### config.mk
export PLATFORM = sky130hd
export DESIGN_NAME = osc_packet_stream_parser
export DESIGN_NICKNAME = d
export VERILOG_FILES = /design/src/hdl/ospp_pkg.sv /design/src/hdl/ospp_tag_scan.sv /design/src/hdl/ospp_core.sv /design/src/hdl/osc_packet_stream_parser.sv
export SDC_FILE = /design/constraint.sdc
export NUM_CORES = 1
export LEC_CHECK = 0
export BUFFER_PORTS_ARGS = -buffer_cell sky130_fd_sc_hd__clkbuf_2
export CORE_ASPECT_RATIO = 1.25
export CORE_UTILIZATION = 55
export DETAILED_ROUTE_END_ITERATION = 8
export GPL_ROUTABILITY_DRIVEN = 0
export PLACE_DENSITY = 0.78
export REMOVE_ABC_BUFFERS = 1
export SLEW_MARGIN = 15
export SYNTH_ARGS = -nofsm -noshare
export SYNTH_HDL_FRONTEND = slang
export SYNTH_SLANG_ARGS = --single-unit
### constraint.sdc
create_clock -name aclk -period 4.65 [get_ports aclk]
set_input_delay 0.6975 -clock aclk [delete_from_list [all_inputs] [get_ports aclk]]
set_output_delay 0.6975 -clock aclk [all_outputs]
set_load 0.005 [all_outputs]
### src/hdl/ospp_pkg.sv
// Shared types, constants and codes for the OSC packet stream parser.
package ospp_pkg;

    localparam int OSPP_MAX_TAGS = 16;

    localparam logic [7:0] CH_HASH  = 8'h23;
    localparam logic [7:0] CH_COMMA = 8'h2c;
    localparam logic [7:0] CH_INT   = 8'h69;
    localparam logic [7:0] CH_FLOAT = 8'h66;
    localparam logic [7:0] CH_STR   = 8'h73;
    localparam logic [7:0] CH_BLOB  = 8'h62;
    localparam logic [7:0] CH_NUL   = 8'h00;

    localparam logic [7:0] BUNDLE_WORD [7] = '{CH_HASH, 8'h62, 8'h75, 8'h6e, 8'h64, 8'h6c, 8'h65};

    typedef enum logic [3:0] {
        TK_ADDR      = 4'd0,
        TK_TAG       = 4'd1,
        TK_INT       = 4'd2,
        TK_FLOAT     = 4'd3,
        TK_STR_BYTE  = 4'd4,
        TK_STR_END   = 4'd5,
        TK_BLOB_LEN  = 4'd6,
        TK_BLOB_BYTE = 4'd7,
        TK_ELEM_LEN  = 4'd8,
        TK_ELEM_BYTE = 4'd9,
        TK_END       = 4'd10
    } token_kind_t;

    typedef enum logic [1:0] {
        ST_OK        = 2'd0,
        ST_NO_COMMA  = 2'd1,
        ST_TRUNC     = 2'd2,
        ST_MANY_TAGS = 2'd3
    } status_t;

    typedef enum logic [2:0] {
        CLS_NONE  = 3'd0,
        CLS_INT   = 3'd1,
        CLS_FLOAT = 3'd2,
        CLS_BLOB  = 3'd3,
        CLS_STR   = 3'd4
    } tag_class_t;

    typedef enum logic [14:0] {
        PH_ADDR       = 15'h0001,
        PH_ADDR_PAD   = 15'h0002,
        PH_COMMA      = 15'h0004,
        PH_TAGS       = 15'h0008,
        PH_TAG_PAD    = 15'h0010,
        PH_WORD       = 15'h0020,
        PH_STR        = 15'h0040,
        PH_STR_PAD    = 15'h0080,
        PH_BLOB       = 15'h0100,
        PH_BLOB_PAD   = 15'h0200,
        PH_SKIP       = 15'h0400,
        PH_TIMETAG    = 15'h0800,
        PH_FIRST_LEN  = 15'h1000,
        PH_ELEM_LEN   = 15'h2000,
        PH_ELEM_BYTES = 15'h4000
    } phase_t;

    typedef struct packed {
        token_kind_t kind;
        logic [31:0] value;
        logic [3:0]  arg_index;
        logic        packet_end;
        status_t     status;
        logic        same_type;
    } token_t;

    function automatic tag_class_t tag_class(input logic [7:0] c);
        tag_class_t r;
        unique case (c)
            CH_INT:   r = CLS_INT;
            CH_FLOAT: r = CLS_FLOAT;
            CH_BLOB:  r = CLS_BLOB;
            CH_STR:   r = CLS_STR;
            default:  r = CLS_NONE;
        endcase
        return r;
    endfunction

endpackage

### src/hdl/ospp_tag_scan.sv
// Priority search for the next type tag that takes argument bytes.
module ospp_tag_scan import ospp_pkg::*; #(
    parameter int MAX_TAGS = OSPP_MAX_TAGS,
    parameter int PW = $clog2(MAX_TAGS + 1)
) (
    input  logic [MAX_TAGS-1:0] arg_mask,
    input  logic [MAX_TAGS-1:0] str_mask,
    input  logic [PW-1:0]       start,
    output logic                found,
    output logic                is_str,
    output logic [PW-1:0]       pos
);
    always_comb begin
        found  = 1'b0;
        is_str = 1'b0;
        pos    = '0;
        for (int i = 0; i < MAX_TAGS; i++) begin
            if (!found && arg_mask[i] && PW'(i) >= start) begin
                found  = 1'b1;
                is_str = str_mask[i];
                pos    = PW'(i);
            end
        end
    end
endmodule

### src/hdl/ospp_core.sv
// Parser state and per-byte step logic: one byte in, at most one token out.
module ospp_core import ospp_pkg::*; #(
    parameter int MAX_TAGS = OSPP_MAX_TAGS
) (
    input  logic       aclk,
    input  logic       aresetn,
    input  logic       step_en,
    input  logic [7:0] data_byte,
    input  logic       last_byte,
    output logic       tok_valid,
    output token_t     tok
);
    localparam int PW = $clog2(MAX_TAGS + 1);
    localparam int IW = (MAX_TAGS > 1) ? $clog2(MAX_TAGS) : 1;

    phase_t      phase_reg, phase_next;
    logic [1:0]  bwi_reg, bwi_next;
    logic [31:0] wacc_reg, wacc_next;
    logic [PW-1:0] tcount_reg, tcount_next;
    logic [PW-1:0] tpos_reg, tpos_next;
    logic [31:0] brem_reg, brem_next;
    logic        uniform_reg, uniform_next;
    logic        in_bundle_reg, in_bundle_next;
    logic [31:0] elem_left_reg, elem_left_next;
    status_t     fault_reg, fault_next;
    logic [3:0]  addr_len_reg, addr_len_next;
    logic        bmatch_reg, bmatch_next;
    logic [7:0]  first_tag_reg, first_tag_next;

    tag_class_t  cls_reg [MAX_TAGS];
    logic        tag_wr;

    logic [MAX_TAGS-1:0] arg_mask, str_mask;
    logic        f0_found, f0_str, f1_found, f1_str;
    logic [PW-1:0] f0_pos, f1_pos, tpos_inc;

    always_comb begin
        for (int i = 0; i < MAX_TAGS; i++) begin
            arg_mask[i] = (cls_reg[i] != CLS_NONE) && (PW'(i) < tcount_reg);
            str_mask[i] = (cls_reg[i] == CLS_STR);
        end
    end

    assign tpos_inc = tpos_reg + PW'(1);

    ospp_tag_scan #(.MAX_TAGS(MAX_TAGS), .PW(PW)) u_scan_cur (
        .arg_mask(arg_mask), .str_mask(str_mask), .start(tpos_reg),
        .found(f0_found), .is_str(f0_str), .pos(f0_pos)
    );

    ospp_tag_scan #(.MAX_TAGS(MAX_TAGS), .PW(PW)) u_scan_nxt (
        .arg_mask(arg_mask), .str_mask(str_mask), .start(tpos_inc),
        .found(f1_found), .is_str(f1_str), .pos(f1_pos)
    );

    always_comb begin
        logic        msg, counted, have, complete;
        logic [1:0]  pos;
        logic [31:0] el_dec, shifted, br_dec;
        token_kind_t kind;
        logic [31:0] val;
        logic [PW-1:0] idx;
        tag_class_t  cur_cls;

        phase_next     = phase_reg;
        bwi_next       = bwi_reg;
        wacc_next      = wacc_reg;
        tcount_next    = tcount_reg;
        tpos_next      = tpos_reg;
        brem_next      = brem_reg;
        uniform_next   = uniform_reg;
        in_bundle_next = in_bundle_reg;
        elem_left_next = elem_left_reg;
        fault_next     = fault_reg;
        addr_len_next  = addr_len_reg;
        bmatch_next    = bmatch_reg;
        first_tag_next = first_tag_reg;
        tag_wr         = 1'b0;
        have           = 1'b0;
        kind           = TK_ADDR;
        val            = '0;
        idx            = '0;

        msg = (phase_reg == PH_ADDR) || (phase_reg == PH_ADDR_PAD) || (phase_reg == PH_COMMA)
           || (phase_reg == PH_TAGS) || (phase_reg == PH_TAG_PAD) || (phase_reg == PH_WORD)
           || (phase_reg == PH_STR) || (phase_reg == PH_STR_PAD) || (phase_reg == PH_BLOB)
           || (phase_reg == PH_BLOB_PAD);
        counted = in_bundle_reg && (msg || phase_reg == PH_SKIP);
        pos     = bwi_reg;
        el_dec  = elem_left_reg - 32'd1;
        shifted = {wacc_reg[23:0], data_byte};
        br_dec  = brem_reg - 32'd1;
        cur_cls = cls_reg[tpos_reg[IW-1:0]];

        if (counted) elem_left_next = el_dec;
        if (msg) bwi_next = pos + 2'd1;

        unique case (phase_reg)
            PH_ADDR: begin
                if (data_byte != CH_NUL) begin
                    have = 1'b1; kind = TK_ADDR; val = {24'd0, data_byte};
                    if (addr_len_reg < 4'd7) begin
                        if (data_byte != BUNDLE_WORD[addr_len_reg[2:0]]) bmatch_next = 1'b0;
                    end else begin
                        bmatch_next = 1'b0;
                    end
                    if (addr_len_reg < 4'd8) addr_len_next = addr_len_reg + 4'd1;
                end else if (bmatch_reg && addr_len_reg == 4'd7 && !in_bundle_reg) begin
                    in_bundle_next = 1'b1;
                    brem_next      = 32'd8;
                    phase_next     = PH_TIMETAG;
                end else begin
                    phase_next = (pos == 2'd3) ? PH_COMMA : PH_ADDR_PAD;
                end
            end
            PH_ADDR_PAD: begin
                if (pos == 2'd3) phase_next = PH_COMMA;
            end
            PH_COMMA: begin
                if (data_byte == CH_COMMA) begin
                    phase_next = PH_TAGS;
                end else begin
                    if (fault_reg == ST_OK) fault_next = ST_NO_COMMA;
                    phase_next = PH_SKIP;
                end
            end
            PH_TAGS: begin
                if (data_byte != CH_NUL) begin
                    if (tcount_reg >= PW'(MAX_TAGS)) begin
                        if (fault_reg == ST_OK) fault_next = ST_MANY_TAGS;
                        phase_next = PH_SKIP;
                    end else begin
                        if (tcount_reg == '0) first_tag_next = data_byte;
                        else if (data_byte != first_tag_reg) uniform_next = 1'b0;
                        tag_wr = 1'b1;
                        have = 1'b1; kind = TK_TAG; val = {24'd0, data_byte}; idx = tcount_reg;
                        tcount_next = tcount_reg + PW'(1);
                    end
                end else if (pos == 2'd3) begin
                    wacc_next  = '0;
                    tpos_next  = f0_found ? f0_pos : tcount_reg;
                    phase_next = !f0_found ? PH_SKIP : (f0_str ? PH_STR : PH_WORD);
                end else begin
                    phase_next = PH_TAG_PAD;
                end
            end
            PH_TAG_PAD, PH_STR_PAD, PH_BLOB_PAD: begin
                if (pos == 2'd3) begin
                    wacc_next  = '0;
                    tpos_next  = f0_found ? f0_pos : tcount_reg;
                    phase_next = !f0_found ? PH_SKIP : (f0_str ? PH_STR : PH_WORD);
                end
            end
            PH_WORD: begin
                wacc_next = shifted;
                if (pos == 2'd3) begin
                    have = 1'b1; val = shifted; idx = tpos_reg;
                    if (cur_cls == CLS_BLOB && shifted != '0) begin
                        kind       = TK_BLOB_LEN;
                        brem_next  = shifted;
                        phase_next = PH_BLOB;
                    end else begin
                        kind = (cur_cls == CLS_BLOB) ? TK_BLOB_LEN
                             : (cur_cls == CLS_FLOAT) ? TK_FLOAT : TK_INT;
                        if (cur_cls == CLS_BLOB) brem_next = shifted;
                        wacc_next  = '0;
                        tpos_next  = f1_found ? f1_pos : tcount_reg;
                        phase_next = !f1_found ? PH_SKIP : (f1_str ? PH_STR : PH_WORD);
                    end
                end
            end
            PH_STR: begin
                have = 1'b1; idx = tpos_reg;
                if (data_byte != CH_NUL) begin
                    kind = TK_STR_BYTE; val = {24'd0, data_byte};
                    wacc_next = wacc_reg + 32'd1;
                end else begin
                    kind = TK_STR_END; val = wacc_reg;
                    if (pos == 2'd3) begin
                        wacc_next  = '0;
                        tpos_next  = f1_found ? f1_pos : tcount_reg;
                        phase_next = !f1_found ? PH_SKIP : (f1_str ? PH_STR : PH_WORD);
                    end else begin
                        tpos_next  = tpos_inc;
                        phase_next = PH_STR_PAD;
                    end
                end
            end
            PH_BLOB: begin
                have = 1'b1; kind = TK_BLOB_BYTE; val = {24'd0, data_byte}; idx = tpos_reg;
                brem_next = br_dec;
                if (br_dec == '0) begin
                    if (pos == 2'd3) begin
                        wacc_next  = '0;
                        tpos_next  = f1_found ? f1_pos : tcount_reg;
                        phase_next = !f1_found ? PH_SKIP : (f1_str ? PH_STR : PH_WORD);
                    end else begin
                        tpos_next  = tpos_inc;
                        phase_next = PH_BLOB_PAD;
                    end
                end
            end
            PH_TIMETAG: begin
                brem_next = br_dec;
                if (br_dec == '0) begin
                    phase_next = PH_FIRST_LEN; bwi_next = '0; wacc_next = '0;
                end
            end
            PH_FIRST_LEN: begin
                if (pos == 2'd3) begin
                    elem_left_next = shifted;
                    wacc_next      = '0;
                    bwi_next       = '0;
                    addr_len_next  = '0;
                    if (shifted == '0) begin
                        if (fault_reg == ST_OK) fault_next = ST_TRUNC;
                        phase_next = PH_ELEM_LEN;
                    end else begin
                        phase_next = PH_ADDR;
                    end
                end else begin
                    wacc_next = shifted;
                    bwi_next  = pos + 2'd1;
                end
            end
            PH_ELEM_LEN: begin
                if (pos == 2'd3) begin
                    have = 1'b1; kind = TK_ELEM_LEN; val = shifted;
                    brem_next = shifted;
                    wacc_next = '0;
                    bwi_next  = '0;
                    if (shifted != '0) phase_next = PH_ELEM_BYTES;
                end else begin
                    wacc_next = shifted;
                    bwi_next  = pos + 2'd1;
                end
            end
            PH_ELEM_BYTES: begin
                have = 1'b1; kind = TK_ELEM_BYTE; val = {24'd0, data_byte};
                brem_next = br_dec;
                if (br_dec == '0) begin
                    phase_next = PH_ELEM_LEN; bwi_next = '0; wacc_next = '0;
                end
            end
            default: begin
            end
        endcase

        // element length ran out: drop to the next element boundary
        if (counted && el_dec == '0) begin
            if (phase_next != PH_SKIP && fault_next == ST_OK) fault_next = ST_TRUNC;
            phase_next = PH_ELEM_LEN;
            bwi_next   = '0;
            wacc_next  = '0;
        end

        tok_valid      = have || last_byte;
        tok.kind       = have ? kind : TK_END;
        tok.value      = have ? val : '0;
        tok.arg_index  = have ? 4'(idx) : 4'd0;
        tok.packet_end = last_byte;
        tok.status     = ST_OK;
        tok.same_type  = 1'b0;

        if (last_byte) begin
            complete = in_bundle_next ? (phase_next == PH_ELEM_LEN && bwi_next == '0)
                                      : (phase_next == PH_SKIP);
            if (!complete && fault_next == ST_OK) fault_next = ST_TRUNC;
            tok.status    = fault_next;
            tok.same_type = uniform_next && (tcount_next != '0);

            phase_next     = PH_ADDR;
            bwi_next       = '0;
            wacc_next      = '0;
            tcount_next    = '0;
            tpos_next      = '0;
            brem_next      = '0;
            uniform_next   = 1'b1;
            in_bundle_next = 1'b0;
            elem_left_next = '0;
            fault_next     = ST_OK;
            addr_len_next  = '0;
            bmatch_next    = 1'b1;
        end
    end

    always_ff @(posedge aclk) begin
        if (!aresetn) begin
            phase_reg     <= PH_ADDR;
            bwi_reg       <= '0;
            wacc_reg      <= '0;
            tcount_reg    <= '0;
            tpos_reg      <= '0;
            brem_reg      <= '0;
            uniform_reg   <= 1'b1;
            in_bundle_reg <= 1'b0;
            elem_left_reg <= '0;
            fault_reg     <= ST_OK;
            addr_len_reg  <= '0;
            bmatch_reg    <= 1'b1;
        end else if (step_en) begin
            phase_reg     <= phase_next;
            bwi_reg       <= bwi_next;
            wacc_reg      <= wacc_next;
            tcount_reg    <= tcount_next;
            tpos_reg      <= tpos_next;
            brem_reg      <= brem_next;
            uniform_reg   <= uniform_next;
            in_bundle_reg <= in_bundle_next;
            elem_left_reg <= elem_left_next;
            fault_reg     <= fault_next;
            addr_len_reg  <= addr_len_next;
            bmatch_reg    <= bmatch_next;
        end
    end

    // tag classes and first tag carry no reset; only entries below the count are read
    always_ff @(posedge aclk) begin
        if (step_en) begin
            first_tag_reg <= first_tag_next;
            if (tag_wr) cls_reg[tcount_reg[IW-1:0]] <= tag_class(data_byte);
        end
    end
endmodule

### src/hdl/osc_packet_stream_parser.sv
// OSC packet stream parser: byte stream in, token stream out.
//
// Slave channel: one packet byte per transaction in s_tdata[7:0], s_tlast on the
// final byte of a packet. Master channel: one token per transaction; m_tuser
// holds the token kind, m_tlast marks the token that closes the packet and
// carries status and same-type in m_tdata.
// Each accepted byte is held in an input register, stepped through the parser
// state and the token (if any) lands in the output register, from which it is
// shown on m_tvalid. One byte per cycle is sustained while m_tready stays high;
// padding and header bytes just produce no token. The argument-tag search is a
// priority encoder over the tag classes of the current message, settled within
// the step cycle.
// When m_tready is low with a token waiting, the byte already in the input
// register waits too and s_tready drops; nothing is lost or repeated.
// aresetn (synchronous, active low) empties both registers and returns the
// parser to the start of a packet; the state also returns there after each
// s_tlast byte.
module osc_packet_stream_parser import ospp_pkg::*; #(
    parameter int MAX_TAGS = OSPP_MAX_TAGS
) (
    input  logic        aclk,
    input  logic        aresetn,
    input  logic        s_tvalid,
    output logic        s_tready,
    input  logic [7:0]  s_tdata,   // [7:0] data_byte
    input  logic        s_tlast,
    output logic        m_tvalid,
    input  logic        m_tready,
    output logic [39:0] m_tdata,   // [31:0] token_value, [35:32] arg_index,
                                   // [37:36] status, [38] same_type, [39] zero
    output logic [3:0]  m_tuser,   // [3:0] token_kind
    output logic        m_tlast
);
    logic       in_valid_reg, in_valid_next;
    logic [7:0] in_byte_reg;
    logic       in_last_reg;
    logic       out_valid_reg, out_valid_next;
    token_t     out_tok_reg;
    logic       step_en, s_accept, tok_valid;
    token_t     tok;

    assign step_en  = in_valid_reg && (!out_valid_reg || m_tready);
    assign s_tready = !in_valid_reg || step_en;
    assign s_accept = s_tvalid && s_tready;

    ospp_core #(.MAX_TAGS(MAX_TAGS)) u_core (
        .aclk(aclk), .aresetn(aresetn), .step_en(step_en),
        .data_byte(in_byte_reg), .last_byte(in_last_reg),
        .tok_valid(tok_valid), .tok(tok)
    );

    always_comb begin
        in_valid_next = s_accept ? 1'b1 : (step_en ? 1'b0 : in_valid_reg);
        if (step_en && tok_valid) out_valid_next = 1'b1;
        else if (m_tready)        out_valid_next = 1'b0;
        else                      out_valid_next = out_valid_reg;
    end

    always_ff @(posedge aclk) begin
        if (!aresetn) begin
            in_valid_reg  <= 1'b0;
            out_valid_reg <= 1'b0;
        end else begin
            in_valid_reg  <= in_valid_next;
            out_valid_reg <= out_valid_next;
        end
    end

    always_ff @(posedge aclk) begin
        if (s_accept) begin
            in_byte_reg <= s_tdata;
            in_last_reg <= s_tlast;
        end
        if (step_en && tok_valid) out_tok_reg <= tok;
    end

    assign m_tvalid = out_valid_reg;
    assign m_tuser  = out_tok_reg.kind;
    assign m_tlast  = out_tok_reg.packet_end;
    assign m_tdata  = {1'b0, out_tok_reg.same_type, out_tok_reg.status,
                       out_tok_reg.arg_index, out_tok_reg.value};
endmodule

==> summary.md <==
| Metric | Value |
|---|---|
| Endpoints failing setup | 0 |
| Post-route setup slack | 0.240 ns |
| Share of layout cells above drive strength 1 | 0.118 |
| Layout Utilization | 0.619 |
| Worst r2r src | u_core.brem_reg[0] |
| Final hold viol count | 0 |
| CP required | 5.05 ns |
| Antenna violations before repair | 3 |
| Area delta synth->final | 10.9% |
| I/O Buffers | 58 |
| Detailed placement HPWL | about 42,000 µm |
| Largest net degree at the start of global routing | 95 |
| Setup CP Type | reg2reg |
| Crit-path slowest cell | or4b_2 |
| First-pass GRT wire length | 95,400 µm |
| Row cnt | 72 |
| Syn_area_per_cell | around 7.7 µm² |
| DR vias/cell | about 7 |
| Leakage | about 6.8 nW |
| Chip height | between 150 and 200 µm |
| Post-Syn Area | between 15,000 and 20,000 µm² |
| Longest Clk Path Bufs | 3 |
| Synth area leaders | edfxtp_1 19%, dfxtp_1 16%, nor2_1 6.8%, a21oi_1 6.4%, nand2_1 4.3% |
| CTS tree | built |
| Drt pass-1 iters | 7 |
| Clock Skews | approximately 0.024 ns |
| Setup bufs post-CTS | 0 |
| Endpoint class of the critical path | flip-flop |
| Synthesis-stage register bit count | around 250 |
| CP delay by family, top | simple AND/OR/NAND/NOR gates |
| DR DRC count | 0 |
| Clock latency on the worst-skew pair | approximately 0.58 ns |
| H-tree depth | 1 |
| Period utilization | 0.948 |
| Syn Inst Count | roughly 2,200 |
| Die ar. | 32,100 µm² |
| Post-synth EDFFs | ~110 |
| Max VDD drop | roughly 0.27 mV |
| Total power | 0.00505 W |
| Number of max-cap violations | 0 |
| CP max stage delay | roughly 0.76 ns |
| Clk sinks | about 250 |
| Max reg flops | 48 |
| RSZ-0062 raised after global routing | false |
| Vias in the first global route | approximately 17,000 |
| Synth Flop Type | dfxtp_1 |
| I/O pins | 60 |
| Tot GR Track Use | 0.380 |
| Nets | about 2,300 |
| Synth warn | 0 |
| Gr ovfl total | 0 |
| Crit path DAT | just under 5 ns |
| CP cell instances | inv_1, ha_1, or4b_2, nor3_1, a2111o_1, nand2_1, and4_1, a41oi_1, nor2_1, o31ai_4, buf_4, nor3_1, a21oi_1, nor2_1 |
| Final WL | slightly above 60,000 µm |
| Final TNS setup | 0 ns |
| Worst-margin pin slew | between 1 and 1.5 ns |
| Crit Path Max Fanout | a little over 40 |
| DR iter-0 viols | about 2,600 |
| DR WL/cell | 23.2 µm |
| Max Freq | roughly 230 MHz |
| Pre-CTS setup slack | 0.283 ns |
| CP startpoint | u_core.brem_reg[0] |
| Fill count | between 2,000 and 3,000 |
| Root Driver | clkbuf_16 |
| Ys async rst share | 0 |
| Startpoint types | flip-flop |
| CTS clk-pin slew, worst paths | about 0.070 ns |
| Tmin final | about 4.4 ns |
| Worst rel slew slack | 0.127 |
| Hold path start | s_tdata[3] |
| Sequential fraction of the synthesis area | 0.350 |
| Die width | 160 µm |
| Total number of vias | 18,600 |
| Synth top area share | 0.190 |
| Post-synth cell types | 98 |
| Num CTS Buffers | 26 |
| Hold_buf cts | 0 |
| Routed Antenna Nets | 0 |
| Initial Utilization | 0.558 |
| Worst Hold Class | in2reg |
| Worst path bufs/invs | 2 |
| Leading area contributor after synthesis | edfxtp_1 |
| Power Dens Cells | 264 nW/µm² |
| Core Area | 30,900 µm² |
| Final max-slew violation count | 0 |
| Status | complete, no violations |
[stage by stage]
| stage | hold slack (ns) | cell area [µm²] | instances |
|---|---|---|---|
| 2_1_floorplan | 0.457 | 16500 | 2048 |
| 3_3_place_gp | 0.470 | 18100 | 2609 |
| 3_5_place_dp | 0.487 | 18100 | 2609 |
| 4_1_cts | 0.290 | 19100 | 2657 |
| 5_1_grt | 0.288 | 19100 | 2658 |
| 6_report | 0.294 | 19100 | 2660 |
[layer usage]
layer | share of wire | global-route usage | vias to the layer above | wire length (µm)
met3 | 0.12 | 0.0986 | 394 | 7420
li1 | - | - | 8320 | -
met4 | 0.084 | 0.295 | 2 | 5150
met1 | 0.35 | 0.446 | 8539 | 21900
met5 | 0.00021 | 0.00303 | - | 13
met2 | 0.44 | 0.597 | 1362 | 27200
[power by group]
| part | switching [W] | leakage, nW | internal (W) |
|---|---|---|---|
| registers | 0.0000174 | 2.22 | 0.00229 |
| logic | 0.000255 | 4.15 | 0.000108 |
| clock network | 0.000972 | 0.455 | 0.00141 |
[worst paths after layout]
| kind | to | slack (ns) | cells after the start |
|---|---|---|---|
| setup / recovery | u_core.wacc_reg[17] | 0.24 | 14 |
| hold / removal | in_byte_reg[3] | 0.29 | 1 |
| setup reg to reg | u_core.wacc_reg[17] | 0.24 | 14 |
| hold reg to reg | u_core.bmatch_reg | 0.50 | 2 |
[cells in the final DEF (no fill, tap or decap), types with 9 or more instances in the layout]
| cell type | instances |
|---|---|
| clkbuf_16 | 27 |
| a31oi_1 | 20 |
| or2_2 | 18 |
| nor3_1 | 117 |
| inv_1 | 38 |
| nor3b_1 | 13 |
| xnor2_1 | 36 |
| ha_1 | 22 |
| nor4_1 | 39 |
| o41ai_1 | 11 |
| o21ai_0 | 117 |
| a22oi_1 | 51 |
| a22o_1 | 41 |
| a211oi_1 | 21 |
| or3_1 | 38 |
| nor4b_1 | 9 |
| o2111ai_1 | 10 |
| and2_1 | 22 |
| xor2_1 | 17 |
| nand2_1 | 196 |
| nand2b_1 | 20 |
| a21o_1 | 9 |
| nor2_1 | 309 |
| and3_1 | 22 |
| or4_1 | 19 |
| edfxtp_1 | 109 |
| nor2b_1 | 14 |
| a21oi_1 | 218 |
| o21a_1 | 10 |
| nand4_1 | 39 |
| o22ai_1 | 11 |
| clkbuf_2 | 58 |
| dfxtp_1 | 138 |
| nand3b_1 | 10 |
| o31ai_1 | 20 |
| nand3_1 | 59 |
| buf_4 | 94 |
| o211ai_1 | 21 |
[worst register-to-register path, delay by kind of cell (launching register included)]
kind / cells / cell delay [ns]
AND/OR/NAND/NOR: 7 / 1.76
flip-flops: 1 / 0.36
AO/OA/AOI/OAI: 4 / 1.20
adder cells (fa/ha/maj): 1 / 0.34
buffers and inverters: 2 / 0.59
[what timing repair did]
action                                  4_1_cts  5_1_grt
gates resized for setup                       0        2
endpoints found under the setup margin        0       22
hold endpoints to repair                      0        0
[cells by family (layout without fill, tap and decap cells)]
| logic type | Yosys count | after routing | synth area share |
|---|---|---|---|
| buffers and inverters | 220 | 243 | 0.0504 |
| DFF | 247 | 247 | 0.350 |
| xor gates and xnor gates | 54 | 54 | 0.0279 |
| other | 1 | 3 | 0.000217 |
| AOI/OAI and AO/OA | 670 | 671 | 0.254 |
| and+or+nand+nor | 1001 | 1001 | 0.292 |
| muxes | 12 | 12 | 0.0100 |
| adders and majority gates | 22 | 22 | 0.0160 |
[Yosys cell counts (7+ instances only)]
| library cell | n |
|---|---|
| nand3b_1 | 10 |
| nor2_1 | 311 |
| inv_1 | 39 |
| o31a_1 | 8 |
| a22o_1 | 41 |
| o41ai_1 | 11 |
| and2_1 | 22 |
| xor2_1 | 17 |
| o21ai_0 | 117 |
| nor4b_1 | 10 |
| ha_1 | 22 |
| xnor2_1 | 36 |
| nor3b_1 | 13 |
| nor4_1 | 41 |
| a211oi_1 | 21 |
| o21ai_1 | 9 |
| nand4_1 | 39 |
| o21a_1 | 10 |
| and4_1 | 8 |
| buf_2 | 10 |
| or3_1 | 38 |
| a22oi_1 | 52 |
| clkbuf_1 | 160 |
| nand3_1 | 59 |
| and3_1 | 22 |
| nand2_1 | 196 |
| o31ai_1 | 20 |
| nand2b_1 | 20 |
| o2111ai_1 | 10 |
| a21oi_1 | 219 |
| a31oi_1 | 20 |
| a32oi_1 | 8 |
| edfxtp_1 | 109 |
| or2_2 | 18 |
| o22ai_1 | 11 |
| nor2b_1 | 14 |
| o211ai_1 | 21 |
| nand4b_1 | 8 |
| a21o_1 | 9 |
| or4_1 | 19 |
| a221oi_1 | 7 |
| dfxtp_1 | 138 |
| nor3_1 | 117 |
[final cells by class]
class                           instances  area [µm²]  area share
Sequential cell                       247        6040       0.316
Inverter                               41         156     0.00818
Clock buffer                           28         679      0.0355
Multi-Input combinational cell       1761       10400       0.545
Timing Repair Buffer                  154        1040      0.0542
Antenna cell                            2        5.00    0.000262
Tap cell                              407         509      0.0266
Clock inverter                         20         280      0.0147
No activity file was read; power rests on OpenSTA's default activity.
